==> config.mk <==
export PLATFORM = sky130hd
export DESIGN_NAME = ipr_cfg
export DESIGN_NICKNAME = d
export VERILOG_FILES = /design/src/ipr_pkg.sv /design/src/ipr_cfg.sv
export SDC_FILE = /design/constraint.sdc
export NUM_CORES = 1
export LEC_CHECK = 0
export ABC_AREA = 1
export ABC_CLOCK_PERIOD_IN_PS = 800
export BUFFER_PORTS_ARGS = -buffer_cell sky130_fd_sc_hd__buf_2
export CAP_MARGIN = 30
export CORE_UTILIZATION = 43
export DETAILED_ROUTE_END_ITERATION = 8
export PLACE_DENSITY = 0.8
export SYNTH_ARGS = -nofsm -noshare
export SYNTH_HDL_FRONTEND = slang
export SYNTH_SLANG_ARGS = --single-unit
==> constraint.sdc <==
create_clock -name clk -period 0.8 [get_ports clk]
set_input_delay 0.08 -clock clk [delete_from_list [all_inputs] [get_ports clk]]
set_output_delay 0.08 -clock clk [all_outputs]
set_load 0.03 [all_outputs]
==> src/ipr_pkg.sv <==
// Shared types, constants and helpers for the id pool with reuse delay.
// No dependencies; imported by every module of the block.
package ipr_pkg;

  // Pool size and derived widths
  localparam int NUM_IDS  = 1024;
  localparam int ID_W     = $clog2(NUM_IDS);
  localparam int LINK_W   = $clog2(NUM_IDS) + 1;
  localparam int CNT_W    = $clog2(NUM_IDS + 1);
  localparam int OUT_CNT_W = 11;
  localparam int REQ_ID_W  = 11;
  localparam int TIME_W    = 32;
  localparam int HOLD_RESET = 5000;

  localparam logic [LINK_W-1:0] LINK_NULL = LINK_W'(NUM_IDS);

  // Request codes
  typedef enum logic [1:0] {
    REQ_ALLOC   = 2'd0,
    REQ_FREE    = 2'd1,
    REQ_RELEASE = 2'd2,
    REQ_CLEAR   = 2'd3
  } req_t;

  // Result status codes
  typedef enum logic [1:0] {
    STAT_OK      = 2'd0,
    STAT_EMPTY   = 2'd1,
    STAT_BAD     = 2'd2,
    STAT_IGNORED = 2'd3
  } status_t;

  // Per-entry state
  typedef enum logic [1:0] {
    ES_FREE  = 2'd0,
    ES_ALLOC = 2'd1,
    ES_HELD  = 2'd2
  } entry_state_t;

  // Register indexes on the config port
  localparam int REG_HOLD_TICKS = 0;

  // Access to the entry store for one cycle
  typedef struct packed {
    logic [ID_W-1:0]   rd_addr;
    logic [ID_W-1:0]   wr_addr;
    logic              link_we;
    logic [LINK_W-1:0] link_wd;
    logic              state_we;
    entry_state_t      state_wd;
    logic              exp_we;
    logic [TIME_W-1:0] exp_wd;
  } store_req_t;

  // Registered read data from the entry store
  typedef struct packed {
    logic [LINK_W-1:0] link;
    entry_state_t      state;
    logic [TIME_W-1:0] expiry;
  } store_rsp_t;

  // True when a link points past the last entry
  function automatic logic is_null(input logic [LINK_W-1:0] l);
    is_null = (l >= LINK_NULL);
  endfunction

endpackage

==> src/ipr_cfg.sv <==
// APB-style register port holding hold_ticks.
// Depends on ipr_pkg.
module ipr_cfg import ipr_pkg::*; (
  input  logic              clk,
  input  logic              rst,
  input  logic              psel,
  input  logic              penable,
  input  logic              pwrite,
  input  logic [1:0]        paddr,
  input  logic [31:0]       pwdata,
  output logic [31:0]       prdata,
  output logic              pready,
  output logic [TIME_W-1:0] hold_ticks
);

  logic hit;

  // Only the word at offset zero decodes
  assign hit    = (paddr == 2'(REG_HOLD_TICKS * 4));
  assign pready = 1'b1;

  // Register write
  always_ff @(posedge clk) begin
    if (rst) begin
      hold_ticks <= TIME_W'(HOLD_RESET);
    end else if (psel && penable && pwrite && hit) begin
      hold_ticks <= pwdata;
    end
  end

  // Read back
  assign prdata = hit ? hold_ticks : 32'd0;

endmodule

# After elaboration in Yosys (flattened, before gate mapping)
# Cells that the tools add are included.
# totals
wordCells	6
ramBits	0
mem_bits_ro	0
out_inout_bits	65
memories	0
input_bits	39
ff_bits	32
latchBits	0
# op_classes
reduce_logical	4
addsub	0
bitwise_logic	0
n_mux	1
n_shift	0
n_eq_ne	0
div_mod_pow	0
mul	0
order_cmp	0
# op_table
cell	n
2-to-1 mux 32 bit	1
logical AND 1 bit	3
logical NOT 2 bit	1

# Depth between registers and ports, before layout
# logic_depth
ltp_word	3
mapped_depth	6
ltp_nobuf	5

# Worst setup path after synthesis
# Ideal clock, no wire load.
# synth_path
path_kind	register to output
from	register hold_ticks[0]
to	output port prdata[0]
setup_slack_ns	-0.289
arrival_time_ns	1.009
t_required_ns	0.720
stages_incl_launch_ff	3
cell_sequence	dfxtp_1 inv_1 nor2_1
# synth_via
elab_chain_cells	1
# synth_rtl
element	line	text
start: declaration	ipr_cfg.sv:13	output logic [TIME_W-1:0] hold_ticks
start signal: assignment	ipr_cfg.sv:25	hold_ticks <= TIME_W'(HOLD_RESET);
start signal: assignment	ipr_cfg.sv:27	hold_ticks <= pwdata;
2-to-1 mux 32 bit	ipr_cfg.sv:32	assign prdata = hit ? hold_ticks : 32'd0;
end: declaration	ipr_cfg.sv:11	output logic [31:0] prdata,
# No other way between the ends.

# Worst setup path after layout
# layout_path
from	register hold_ticks[25]
to	output port prdata[25]
# The elaborated chain is that of the path after synthesis.

==> impl_results.md <==
- Status: finished, violations left
- Failing checks: negative setup slack
- Total GRT Usage: 28.1%
- Regs by FF count: hold_ticks x32
- WP buf/inv: 2
- Synthesized area: 1690 sq um
- Hold Startpoint: pwdata[3]
- Post-synthesis mux area share: 0%
- Buffer depth of the longest clock path: 2
- Post-route DRC: 0
- Clock Skew: 0 ps
- Max-Cap Viols: 0
- Worst-path fanout max: 3
- Most flop-heavy register: hold_ticks
- GRT overflow: 0
- Logic pwr share: 22.9%
- Main combinational cell family by area after synthesis: simple AND/OR/NAND/NOR gates
- Initial Util: 45.5%
- CTS tree: built
- GRT met3 Usage: 4.75%
- Die W: 64.7 um
- Fin Hold WS: 35.4 ps
- Achievable frequency: 986 MHz
- Number of port buffers: 102
- First-pass GRT wire length: 9050 um
- Layout area overhead: 93.9%
- Sw Pwr: 1.09 mW
- Post-Synth Adder-Cell Area: 0%
- Slowest CP cell: dfxtp_2
- Part of the power in registers: 44.0%
- Tcrit/Tclk final: 127%
- CP Data Arrival Time: 930 ps
- Met1 usage: 28.7%
- DR pass1 iterations: 5
- Setup crit end kind: primary output
- Power Dens Cells: 1150 nW/um^2
- Skew-Pair Late Insertion Delay: 270 ps
- Pre-CTS worst setup slack: -142 ps
- Post-CTS Hold Fix Bufs: 0
- Gate Count Post-Synth: 272
- Largest net degree at the start of global routing: 19
- Worst EP required: 720 ps
- Post-DP HPWL: 3190 um
- Drt wl/cell: 16.6 um
- Ant diodes: 0
- Crit-path cells: inv_2, nor2_4, buf_6
- Crit Path Class: reg -> out
- Mean number of vias per cell: 5.16
- Die Area: 4190 sq um
- Boundary Pins: 104
- Number of setup violations in the final report: 64
- Sw Ratio: 29.1%
- Die Y: 64.7 um
- Flops & latches, synth: 32
- Vias post-DR: 2286
- CTS clk-pin slew, worst paths: 60 ps
- Sequential element share of the synthesized area: 37.9%
- # rows: 22
- Post-route worst setup slack: -215 ps
- Post-Syn Area per Cell: 6.21 sq um
- Core Footprint: 3720 sq um
- Placement Cell Area: 2610 sq um
- Root buffer cell: clkbuf_8
- Layout cells sized above 1: 61.3%
- Unique masters post-synth: 16
- Family with the most delay on the worst path: flip-flops
- Layout Nets: 433
- RSZ-0062 raised after global routing: yes
- Vias in the first global route: 2042
- Hold Crit Depth: 3
- Startpoint types: register
- Crit Reg-Reg Startpoint: hold_ticks[29]
- Met2 usage: 53.8%
- Fin crit period: 1010 ps
- Max incr delay on CP: 360 ps
- Starting DRT DRC Count: 153
- Reg2Reg Depth: 3
- Slew Limit Fails: 0
- Max reg flops: 32
- Hold WC Path Type: in -> reg
- Hold Fails Final Rpt: 0
- R2R setup slack: 30 ps
- Routed Antenna Nets: 0
- Int Pwr: 2.67 mW
- RR Endpoint: hold_ticks[29]
- Routability Congestion: 0.717
- LEAKAGE: 1.57 nW
- Worst Hold Path EP: hold_ticks[3]
- Gr busiest metal: met2
- Clk sinks: 32
- Maximum vdd ir drop: 0.997 mV
- Total CTS buffers: 5
- H-tree levels: 2
- Final Cell Area: 3280 sq um
- Syn_nets: 311
- Post-Route Setup TNS: -8290 ps
- Initial antenna violation count: 0
- Final WL: 7350 um
- Fin util: 88.2%
- Yosys warning count: 0
- Synth Area in Compound Gates: 0%
- Clock share of power: 33.1%
- Post-synthesis simple-gate area fraction: 41.5%
- Xor/xnor share of the synthesized area: 0%
## repair_timing
item                                    in CTS  in global routing
gates resized for setup                    150                 27
endpoints found under the setup margin      64                 64
setup buffers                                7                 10
pin swaps                                   30                  4
## layout by cell type, fill, tap and decap left out
| master | n |
|---|---|
| buf_6 | 72 |
| nor2_1 | 49 |
| nand2_1 | 39 |
| buf_2 | 38 |
| nor2_4 | 34 |
| inv_2 | 33 |
| nand3_1 | 33 |
| inv_1 | 29 |
| dfxtp_2 | 24 |
| buf_4 | 11 |
| dfxtp_4 | 8 |
| buf_12 | 8 |
| clkbuf_8 | 6 |
| nor2_2 | 5 |
| clkbuf_1 | 2 |
| nand2_4 | 1 |
| inv_4 | 1 |
| nor2_8 | 1 |
| conb_1 | 1 |
## metal layers
metal	share of wire, %	wire [um]	up-vias
li1	-	-	1022
met1	35	2590	1084
met2	53	3910	138
met3	5.6	409	42
met4	5.9	432	0
met5	0	0	-
## cell type report
class | count | area [sq um]
flip-flops and latches | 32 | 701
clock buffers | 8 | 90.1
repair buffers | 129 | 1240
fillers | 172 | 438
inverters | 63 | 239
well taps | 48 | 60.1
multi-input cells | 163 | 945
## tightest hold or removal path, stage by stage
cell     delay [ps]
buf_2            80
nand2_1          50
nand3_1          70
## kinds of logic after synthesis
family                 after synthesis
buffers and inverters               77
flip-flops                          32
other                                1
AND/OR/NAND/NOR                    162
## worst max-delay path by stage
stage / cells after the start / end / startpoint / slack, ps
3_3_place_gp: 6 / prdata[17] / paddr[0] / -120
3_5_place_dp: 6 / prdata[10] / paddr[0] / -140
4_1_cts: 3 / prdata[25] / hold_ticks[25] / -170
5_1_grt: 3 / prdata[25] / hold_ticks[25] / -250
2_1_floorplan: 2 / prdata[0] / hold_ticks[0] / 0.6
6_report: 3 / prdata[25] / hold_ticks[25] / -210
## cells in the mapped netlist
library cell  count  area share (%)
buf_1             3            0.67
inv_1            61              14
buf_2             3            0.89
inv_2             2            0.44
nor2_8            1             1.2
buf_8             1            0.89
conb_1            1            0.22
buf_4             3             1.3
nor2_1           81              18
buf_6             4             2.7
nand3_1          33             9.8
nand2_4           1            0.67
nand2_1          39             8.7
dfxtp_1          32              38
nor2_4            2             1.3
nor2_2            5             1.9
## power by group through the flow
stage | sequential [mW] | combinational (mW) | clock (mW)
finish | 1.66 | 0.863 | 1.25
floorplan | 1.76 | 0.383 | 0
global route | 1.66 | 0.912 | 1.34
CTS | 1.67 | 0.780 | 1.25
global placement | 1.69 | 0.681 | 0
detailed placement | 1.70 | 0.694 | 0
## through the flow
stage,std cells,total power [mW]
3_3_place_gp,418,2.38
6_report,443,3.77
3_5_place_dp,418,2.39
2_1_floorplan,272,2.15
4_1_cts,433,3.71
5_1_grt,443,3.92
Power figures use the tool's default switching activity.
