### src/ipr_pkg.sv
// Shared types, constants and helpers for the id pool with reuse delay.
// No dependencies; imported by every module of the block.
package ipr_pkg;

  // Pool size and derived widths
  localparam int NUM_IDS  = 1024;
  localparam int ID_W     = $clog2(NUM_IDS);
  localparam int LINK_W   = $clog2(NUM_IDS) + 1;
  localparam int CNT_W    = $clog2(NUM_IDS + 1);
  localparam int OUT_CNT_W = 11;
  localparam int REQ_ID_W  = 11;
  localparam int TIME_W    = 32;
  localparam int HOLD_RESET = 5000;

  localparam logic [LINK_W-1:0] LINK_NULL = LINK_W'(NUM_IDS);

  // Request codes
  typedef enum logic [1:0] {
    REQ_ALLOC   = 2'd0,
    REQ_FREE    = 2'd1,
    REQ_RELEASE = 2'd2,
    REQ_CLEAR   = 2'd3
  } req_t;

  // Result status codes
  typedef enum logic [1:0] {
    STAT_OK      = 2'd0,
    STAT_EMPTY   = 2'd1,
    STAT_BAD     = 2'd2,
    STAT_IGNORED = 2'd3
  } status_t;

  // Per-entry state
  typedef enum logic [1:0] {
    ES_FREE  = 2'd0,
    ES_ALLOC = 2'd1,
    ES_HELD  = 2'd2
  } entry_state_t;

  // Register indexes on the config port
  localparam int REG_HOLD_TICKS = 0;

  // Access to the entry store for one cycle
  typedef struct packed {
    logic [ID_W-1:0]   rd_addr;
    logic [ID_W-1:0]   wr_addr;
    logic              link_we;
    logic [LINK_W-1:0] link_wd;
    logic              state_we;
    entry_state_t      state_wd;
    logic              exp_we;
    logic [TIME_W-1:0] exp_wd;
  } store_req_t;

  // Registered read data from the entry store
  typedef struct packed {
    logic [LINK_W-1:0] link;
    entry_state_t      state;
    logic [TIME_W-1:0] expiry;
  } store_rsp_t;

  // True when a link points past the last entry
  function automatic logic is_null(input logic [LINK_W-1:0] l);
    is_null = (l >= LINK_NULL);
  endfunction

endpackage

### src/ipr_seq.sv
// Request sequencer: list heads, counters and the single compare/add unit.
// Depends on ipr_pkg; works the entry store in ipr_store.
module ipr_seq import ipr_pkg::*; (
  input  logic                clk,
  input  logic                rst,
  input  logic                start,
  output logic                busy,
  input  logic [1:0]          req_type,
  input  logic [REQ_ID_W-1:0] id,
  input  logic [TIME_W-1:0]   now,
  input  logic [TIME_W-1:0]   hold_ticks,
  output logic                done,
  output logic [9:0]          alloc_id,
  output logic [1:0]          status,
  output logic [CNT_W-1:0]    used_count,
  output logic [CNT_W-1:0]    held_count,
  output store_req_t          sreq,
  input  store_rsp_t          srsp
);

  typedef enum logic [10:0] {
    S_IDLE     = 11'b000_0000_0001,
    S_CLR      = 11'b000_0000_0010,
    S_A_RD     = 11'b000_0000_0100,
    S_A_CHK    = 11'b000_0000_1000,
    S_A_POP_RD = 11'b000_0001_0000,
    S_A_POP    = 11'b000_0010_0000,
    S_F_RD     = 11'b000_0100_0000,
    S_F_CHK    = 11'b000_1000_0000,
    S_F_LINK   = 11'b001_0000_0000,
    S_R_RD     = 11'b010_0000_0000,
    S_R_REL    = 11'b100_0000_0000
  } state_t;

  state_t              state, state_next;
  logic [LINK_W-1:0]   free_head, free_head_next;
  logic [LINK_W-1:0]   q_head, q_head_next;
  logic [LINK_W-1:0]   q_tail, q_tail_next;
  logic [CNT_W-1:0]    used_count_next, held_count_next;
  logic [ID_W-1:0]     clr_cnt, clr_cnt_next;
  logic                report, report_next;
  logic                done_next;
  logic [9:0]          alloc_id_next;
  status_t             status_q, status_next;
  logic [REQ_ID_W-1:0] id_q;
  logic [TIME_W-1:0]   now_q;
  logic [TIME_W:0]     stamp_sum;
  logic [TIME_W-1:0]   stamp;
  logic                id_in_range;
  logic [ID_W-1:0]     id_idx;

  assign busy   = (state != S_IDLE);
  assign status = status_q;

  // Shared arithmetic: saturating expiry stamp
  assign stamp_sum = {1'b0, now_q} + {1'b0, hold_ticks};
  assign stamp     = stamp_sum[TIME_W] ? {TIME_W{1'b1}} : stamp_sum[TIME_W-1:0];

  assign id_in_range = (32'(id_q) < NUM_IDS);
  assign id_idx      = ID_W'(id_q);

  // Latch the request item
  always_ff @(posedge clk) begin
    if (start && !busy) begin
      id_q  <= id;
      now_q <= now;
    end
  end

  // Next state and datapath
  always_comb begin
    state_next      = state;
    free_head_next  = free_head;
    q_head_next     = q_head;
    q_tail_next     = q_tail;
    used_count_next = used_count;
    held_count_next = held_count;
    clr_cnt_next    = clr_cnt;
    report_next     = report;
    done_next       = 1'b0;
    alloc_id_next   = alloc_id;
    status_next     = status_q;
    sreq            = '0;

    case (state)
      S_IDLE: begin
        if (start) begin
          alloc_id_next = '0;
          status_next   = STAT_OK;
          case (req_t'(req_type))
            REQ_ALLOC:   state_next = S_A_RD;
            REQ_FREE:    state_next = S_F_RD;
            REQ_RELEASE: state_next = S_R_RD;
            default: begin
              state_next   = S_CLR;
              clr_cnt_next = '0;
              report_next  = 1'b1;
            end
          endcase
        end
      end

      // Sweep: relink every entry to its successor and mark it free
      S_CLR: begin
        sreq.wr_addr    = clr_cnt;
        sreq.link_we    = 1'b1;
        sreq.link_wd    = LINK_W'(clr_cnt) + LINK_W'(1);
        sreq.state_we   = 1'b1;
        sreq.state_wd   = ES_FREE;
        free_head_next  = '0;
        q_head_next     = LINK_NULL;
        q_tail_next     = LINK_NULL;
        used_count_next = '0;
        held_count_next = '0;
        clr_cnt_next    = clr_cnt + ID_W'(1);
        if (clr_cnt == ID_W'(NUM_IDS - 1)) begin
          state_next = S_IDLE;
          done_next  = report;
        end
      end

      // Allocate: look at the oldest quarantined entry
      S_A_RD: begin
        sreq.rd_addr = ID_W'(q_head);
        state_next   = is_null(q_head) ? S_A_POP_RD : S_A_CHK;
      end

      S_A_CHK, S_R_REL: begin
        if (state == S_R_REL || srsp.expiry < now_q) begin
          // Move quarantine head to the free list head
          sreq.wr_addr   = ID_W'(q_head);
          sreq.link_we   = 1'b1;
          sreq.link_wd   = free_head;
          sreq.state_we  = 1'b1;
          sreq.state_wd  = ES_FREE;
          free_head_next = q_head;
          q_head_next    = srsp.link;
          if (is_null(srsp.link)) begin
            q_head_next = LINK_NULL;
            q_tail_next = LINK_NULL;
          end
          if (used_count != '0) begin
            used_count_next = used_count - CNT_W'(1);
          end
          state_next = (state == S_R_REL) ? S_R_RD : S_A_RD;
        end else begin
          state_next = S_A_POP_RD;
        end
      end

      S_A_POP_RD: begin
        sreq.rd_addr = ID_W'(free_head);
        if (is_null(free_head)) begin
          status_next = STAT_EMPTY;
          done_next   = 1'b1;
          state_next  = S_IDLE;
        end else begin
          state_next = S_A_POP;
        end
      end

      // Pop the free list head
      S_A_POP: begin
        sreq.wr_addr    = ID_W'(free_head);
        sreq.state_we   = 1'b1;
        sreq.state_wd   = ES_ALLOC;
        free_head_next  = srsp.link;
        used_count_next = used_count + CNT_W'(1);
        held_count_next = held_count + CNT_W'(1);
        alloc_id_next   = 10'(free_head);
        done_next       = 1'b1;
        state_next      = S_IDLE;
      end

      // Free: screen the id, then read its state
      S_F_RD: begin
        sreq.rd_addr = id_idx;
        if (id_q[REQ_ID_W-1]) begin
          status_next = STAT_IGNORED;
          done_next   = 1'b1;
          state_next  = S_IDLE;
        end else if (!id_in_range) begin
          status_next = STAT_BAD;
          done_next   = 1'b1;
          state_next  = S_IDLE;
        end else begin
          state_next = S_F_CHK;
        end
      end

      S_F_CHK: begin
        if (srsp.state != ES_ALLOC) begin
          status_next = STAT_BAD;
          done_next   = 1'b1;
          state_next  = S_IDLE;
        end else begin
          sreq.wr_addr  = id_idx;
          sreq.state_we = 1'b1;
          sreq.state_wd = ES_HELD;
          sreq.exp_we   = 1'b1;
          sreq.exp_wd   = stamp;
          sreq.link_we  = 1'b1;
          sreq.link_wd  = LINK_NULL;
          if (held_count != '0) begin
            held_count_next = held_count - CNT_W'(1);
          end
          if (is_null(q_tail)) begin
            q_head_next = LINK_W'(id_idx);
            q_tail_next = LINK_W'(id_idx);
            done_next   = 1'b1;
            state_next  = S_IDLE;
          end else begin
            state_next = S_F_LINK;
          end
        end
      end

      // Append to the quarantine tail
      S_F_LINK: begin
        sreq.wr_addr = ID_W'(q_tail);
        sreq.link_we = 1'b1;
        sreq.link_wd = LINK_W'(id_idx);
        q_tail_next  = LINK_W'(id_idx);
        done_next    = 1'b1;
        state_next   = S_IDLE;
      end

      // Release all: walk the quarantine list
      S_R_RD: begin
        sreq.rd_addr = ID_W'(q_head);
        if (is_null(q_head)) begin
          done_next  = 1'b1;
          state_next = S_IDLE;
        end else begin
          state_next = S_R_REL;
        end
      end

      default: begin
        state_next = S_IDLE;
      end
    endcase
  end

  // Control state; reset starts a silent clearing sweep
  always_ff @(posedge clk) begin
    if (rst) begin
      state      <= S_CLR;
      clr_cnt    <= '0;
      report     <= 1'b0;
      done       <= 1'b0;
      free_head  <= '0;
      q_head     <= LINK_NULL;
      q_tail     <= LINK_NULL;
      used_count <= '0;
      held_count <= '0;
    end else begin
      state      <= state_next;
      clr_cnt    <= clr_cnt_next;
      report     <= report_next;
      done       <= done_next;
      free_head  <= free_head_next;
      q_head     <= q_head_next;
      q_tail     <= q_tail_next;
      used_count <= used_count_next;
      held_count <= held_count_next;
    end
  end

  // Result payload
  always_ff @(posedge clk) begin
    alloc_id <= alloc_id_next;
    status_q <= status_next;
  end

endmodule

### config.mk
export PLATFORM = sky130hd
export DESIGN_NAME = ipr_seq
export DESIGN_NICKNAME = d
export VERILOG_FILES = /design/src/ipr_pkg.sv /design/src/ipr_seq.sv
export SDC_FILE = /design/constraint.sdc
export NUM_CORES = 1
export LEC_CHECK = 0
export ABC_AREA = 1
export BUFFER_PORTS_ARGS = -buffer_cell sky130_fd_sc_hd__buf_2
export CELL_PAD_IN_SITES_DETAIL_PLACEMENT = 0
export CELL_PAD_IN_SITES_GLOBAL_PLACEMENT = 1
export CORE_UTILIZATION = 43
export CTS_BUF_LIST = sky130_fd_sc_hd__clkbuf_8
export CTS_CLUSTER_DIAMETER = 100
export DETAILED_ROUTE_END_ITERATION = 6
export PLACE_DENSITY = 0.95
export SYNTH_ARGS = -nofsm -noshare
export SYNTH_HDL_FRONTEND = slang
export SYNTH_SLANG_ARGS = --single-unit
### constraint.sdc
create_clock -name clk -period 8 [get_ports clk]
set_input_delay 1.6 -clock clk [delete_from_list [all_inputs] [get_ports clk]]
set_output_delay 1.6 -clock clk [all_outputs]
set_load 0.02 [all_outputs]
# Word level (Yosys, flattened, before mapping)
# Index checks and enable logic that the tools add are counted.
# totals
regBits	133
in_bits	125
output_inout_bits	104
wordCells	138
# op_classes
add_sub_neg	7
order_cmp	6
n_eq_ne	28
mux	56
n_bitwise	1
reduce_logical	27
# ops
cell	count
11-bit 2-to-1 mux	15
11-bit one-hot mux with 3 select lines	4
11-bit one-hot mux with 8 select lines	1
10-bit one-hot mux with 3 select lines	2
58-bit 2-to-1 mux	1
10-bit 2-to-1 mux	5
10-bit one-hot mux with 5 select lines	1
12-bit one-hot mux with 4 select lines	1
11-bit greater-or-equal comparator (second input constant)	4
11-bit one-hot mux with 4 select lines	1
10-bit one-hot mux with 2 select lines	2
32-bit by 32-bit adder with 33-bit output	1
33-bit 2-to-1 mux	1
32-bit less-than comparator	1
32-bit 2-to-1 mux	1
25-bit 2-to-1 mux	1
11-bit by 1-bit adder with 11-bit output (second input constant)	2
2-bit inequality test (second input constant)	11
11-bit nonzero test	2
11-bit by 1-bit subtractor with 11-bit output (second input constant)	2
8-bit 2-to-1 mux	2
3-bit one-hot mux with 4 select lines	1
3-bit AND reduction	4
10-bit by 1-bit adder with 11-bit output (second input constant)	1
other kinds (39)	58

# Depth between registers and ports, before layout
# depth
word_depth	5
ltp_mapped	18
depth_no_buf	17

# Least setup slack after synthesis
# OpenSTA, ideal clock, no wires.
# synth_timing
path_type	in2out
startpoint	in hold_ticks[0]
endpoint	out sreq[22] (netlist name)
arrival_ns	3.424
required_ns	6.400
setup_slack_ns	2.976
stages	13
n_path_buf	0
cell_sequence	ha_1 > fa_1 > nand2_1 > o21ai_2 > a21boi_1 > o21ai_1 > nand2_1 > nand2_1 > nand2_1 > nand2_1 > nand2_1 > nand2_1 > a21oi_1
# synth_rtl
element	line	source
start: declaration	ipr_seq.sv:11	input logic [TIME_W-1:0] hold_ticks,
end: declaration	ipr_seq.sv:17	output store_req_t sreq,

==> impl_metrics.json <==
{
  "htree_levels": 4,
  "placed_area_sq_um": 11500,
  "cts_setup_buffers": 0,
  "final_layout_size_suffix_gt1_share_pct": 18.8,
  "irDropWorstVdd_mv": 0.0818,
  "crit_type": "primary input to primary output",
  "nFillCells": 2367,
  "powerDensity_nw_per_um2": 142,
  "cts_hold_buf": 0,
  "ys_seq_area_share_pct": 31.7,
  "regToRegStartpoint": "state[0]",
  "period_minus_slack_ns": 6.02,
  "cp_slowest_cell": "a21oi_2",
  "grt_pass1_wl_microns": 51700,
  "grt_pass1_vias": 10200,
  "die_w_microns": 155,
  "cts_buffers": 17,
  "leakagePower_nw": 5.96,
  "yosys.area.top_type": "edfxtp_1",
  "cp.required_ns": 6.40,
  "grt_max_degree": 39,
  "wl_microns": 32500,
  "vias_per_cell": 5.37,
  "synthXorXnorAreaFrac_pct": 2.85,
  "critPathMaxStageDelay_ns": 0.69,
  "wire_per_inst_microns": 16.4,
  "fp.coreArea_sq_um": 22800,
  "synth_top_family_by_area": "simple AND/OR/NAND/NOR gates",
  "clockBufferDepth": 2,
  "dieArea_sq_um": 24200,
  "route.detailed.drc": 0,
  "setup_tns_ns": 0,
  "r2r-end": "q_tail[8]",
  "worstPathCellList": "buf_2, ha_1, fa_1, nand2_1, o21ai_2, nand3_1, nand3_1, nand3_1, nand2_1, a21oi_2, inv_2, o21ai_0, inv_1, buf_2",
  "globalplace.congestion": 0.974,
  "yosys.area_share.simple_pct": 26.7,
  "synth_mux_area_share_pct": 0,
  "min-delay-start": "report",
  "r2r_cells": 9,
  "clk_pin_slew_worst_paths_ns": 0.09,
  "synth_top_area_share_pct": 16.3,
  "dieHeight_microns": 155,
  "cap_viol_max_count": 0,
  "setup_viol": 0,
  "avgSynthCellArea_sq_um": 6.97,
  "hold-path-endpoint": "report",
  "finalCritPeriodShare_pct": 75.2,
  "status": "completed",
  "synthesis.nets": 1664,
  "ys_types": 52,
  "clk_latency_ns": 0.48,
  "rrSetupSlack_ns": 4.66,
  "holdPathStages": 2,
  "tritoncts": "built",
  "grtUsageTotal_pct": 27.1,
  "diodes": 0,
  "max_freq_ghz": 0.166,
  "syn_area_sq_um": 10100,
  "ioPinCount": 229,
  "drt_iter0_drc": 782,
  "hold_viol": 0,
  "cts_resized": 0,
  "clkSinkCount": 133,
  "port_buffers": 228,
  "first_pass_iters": 5,
  "startpoint_type": "primary input",
  "syn_inst": 1454,
  "rsz0062_at_grt": "false",
  "maxSlewHeadroom_pct": 24.2,
  "root_buffer": "clkbuf_8",
  "dp_hpwl_microns": 25400,
  "grt_antenna_before_repair": 1,
  "hold_path_class": "flop to flop",
  "worst_slew_pin_slew_ns": 1.14,
  "synth_compound_area_share_pct": 17.2,
  "path_common_cell": "nand3_1",
  "worstPathArrival_ns": 4.42,
  "post-route-util_pct": 52.0,
  "synth_area_leaders": "edfxtp_1 16%, dfxtp_1 15%, nand2_1 11%, ha_1 10%, inv_1 8.2%",
  "nNetsFinal": 1871,
  "num_vias": 10700,
  "slew_violations": 0,
  "end_kind": "primary output",
  "synth_warnings": 0,
  "ys_ff_latch": 133,
  "ant_nets": 0,
  "fin_area_sq_um": 11900,
  "fp-row-count": 55,
  "synthAdderAreaFrac_pct": 10.7,
  "initial_core_util_pct": 44.3,
  "crit_fanout": 21,
  "syn2layout_area_growth_pct": 17.4,
  "grt-ovfl-total": 0,
  "skew_ns": 0.0234
}
[per-layer routing]
metal,track usage (%),vias to the layer above,part of all wire [%]
li1,-,5285,-
met1,34.1,4899,44
met2,46.7,426,47
met3,4.76,56,6.4
met4,9.15,2,2.4
met5,0,-,0.040
[synthesized netlist by cell type (all sizes together)]
cell type,instances
inv,241
xnor2,18
nor4,11
o211a,2
nand3,91
xor2,15
a21boi,3
edfxtp,55
or2,11
o2111ai,1
a31oi,4
o21ai,74
o311ai,5
a21oi,129
nor3b,2
dfxtp,78
a211oi,3
buf,22
o221ai,10
o22ai,28
clkbuf,21
a21o,5
fa,3
a221oi,9
nor2,153
ha,82
nand2,295
nand3b,3
o21bai,5
nand4,31
o211ai,14
o21a,5
nor3,25
[worst max-delay path by stage]
stage / startpoint / depth (start not counted) / end
final: hold_ticks[0] / 14 / sreq[0]
after global placement: hold_ticks[0] / 14 / sreq[0]
after floorplan: hold_ticks[0] / 13 / sreq[22]
after global routing: hold_ticks[0] / 14 / sreq[28]
after detailed placement: hold_ticks[0] / 14 / sreq[0]
after CTS: hold_ticks[0] / 14 / sreq[0]
[flip-flops by register name (all words and copies together), names as in the netlist]
| register | flops |
|---|---|
| alloc_id | 10 |
| clr_cnt | 10 |
| done | 1 |
| free_head | 11 |
| held_count | 11 |
| id_q | 11 |
| now_q | 32 |
| q_head | 11 |
| q_tail | 11 |
| report | 1 |
| state | 11 |
| status | 2 |
| used_count | 11 |
[kinds of logic after synthesis]
kind of cell             after synthesis
AO/OA/AOI/OAI                        297
buffers and inverters                284
flip-flops                           133
adder cells (fa/ha/maj)               85
AND/OR/NAND/NOR                      622
XOR/XNOR                              33
[area by class of cell]
class                      count  area, sq um  share of cell area [%]
tap                          313          392                    3.29
sequential                   133         3210                    27.0
clock inverter                15          154                    1.29
inverter                     241          907                    7.63
clock buffer                  17          234                    1.97
timing repair buffer         231         1160                    9.79
multi-input combinational   1037         5830                    49.0
[critical path, delay by kind of cell]
family,cells,cell delay (ns)
simple gates,5,0.54
fa+ha+maj,2,0.68
buf+inv,4,0.57
compound gates,3,1.01
[cell usage in the layout (no fill, tap or decap), types with 4 or more instances in the layout]
master | synthesis | routed
nand3_1 | 89 | 89
xnor2_1 | 18 | 18
ha_1 | 82 | 82
nor2_1 | 143 | 143
o21ai_1 | 15 | 15
nand4_1 | 30 | 30
a21oi_1 | 126 | 126
a21o_1 | 5 | 5
o311ai_0 | 4 | 4
o22ai_1 | 28 | 28
clkbuf_8 | 0 | 17
nand2_1 | 291 | 291
or2_2 | 9 | 9
nor4_1 | 11 | 11
inv_2 | 19 | 19
inv_8 | 0 | 4
xor2_1 | 15 | 15
a31oi_1 | 4 | 4
a221oi_1 | 9 | 9
o21bai_1 | 5 | 5
edfxtp_1 | 55 | 55
o21a_1 | 5 | 5
o211ai_1 | 14 | 14
nor2_2 | 8 | 7
inv_1 | 221 | 221
o21ai_0 | 57 | 57
o221ai_1 | 10 | 10
inv_6 | 0 | 5
nor3_1 | 24 | 24
buf_2 | 13 | 228
dfxtp_1 | 78 | 78
[metrics by stage]
| step | std cells | worst slack [ns] | total power [W] | hold WS, ns |
|---|---|---|---|---|
| after global routing | 1987 | 1.68 | 0.00176 | 0.508 |
| after detailed placement | 1955 | 2.02 | 0.00111 | 0.451 |
| after CTS | 1987 | 2.01 | 0.00169 | 0.463 |
| after floorplan | 1454 | 2.98 | 0.000997 | 0.436 |
| final | 1987 | 1.98 | 0.00169 | 0.464 |
| after global placement | 1955 | 2.12 | 0.00111 | 0.443 |
[report_power, final]
part           switching [W]  internal [W]
Clock               0.000351      0.000234
Sequential         0.0000214      0.000732
Combinational       0.000230      0.000119
Total               0.000602       0.00108
(Power assumes the default switching activity.)
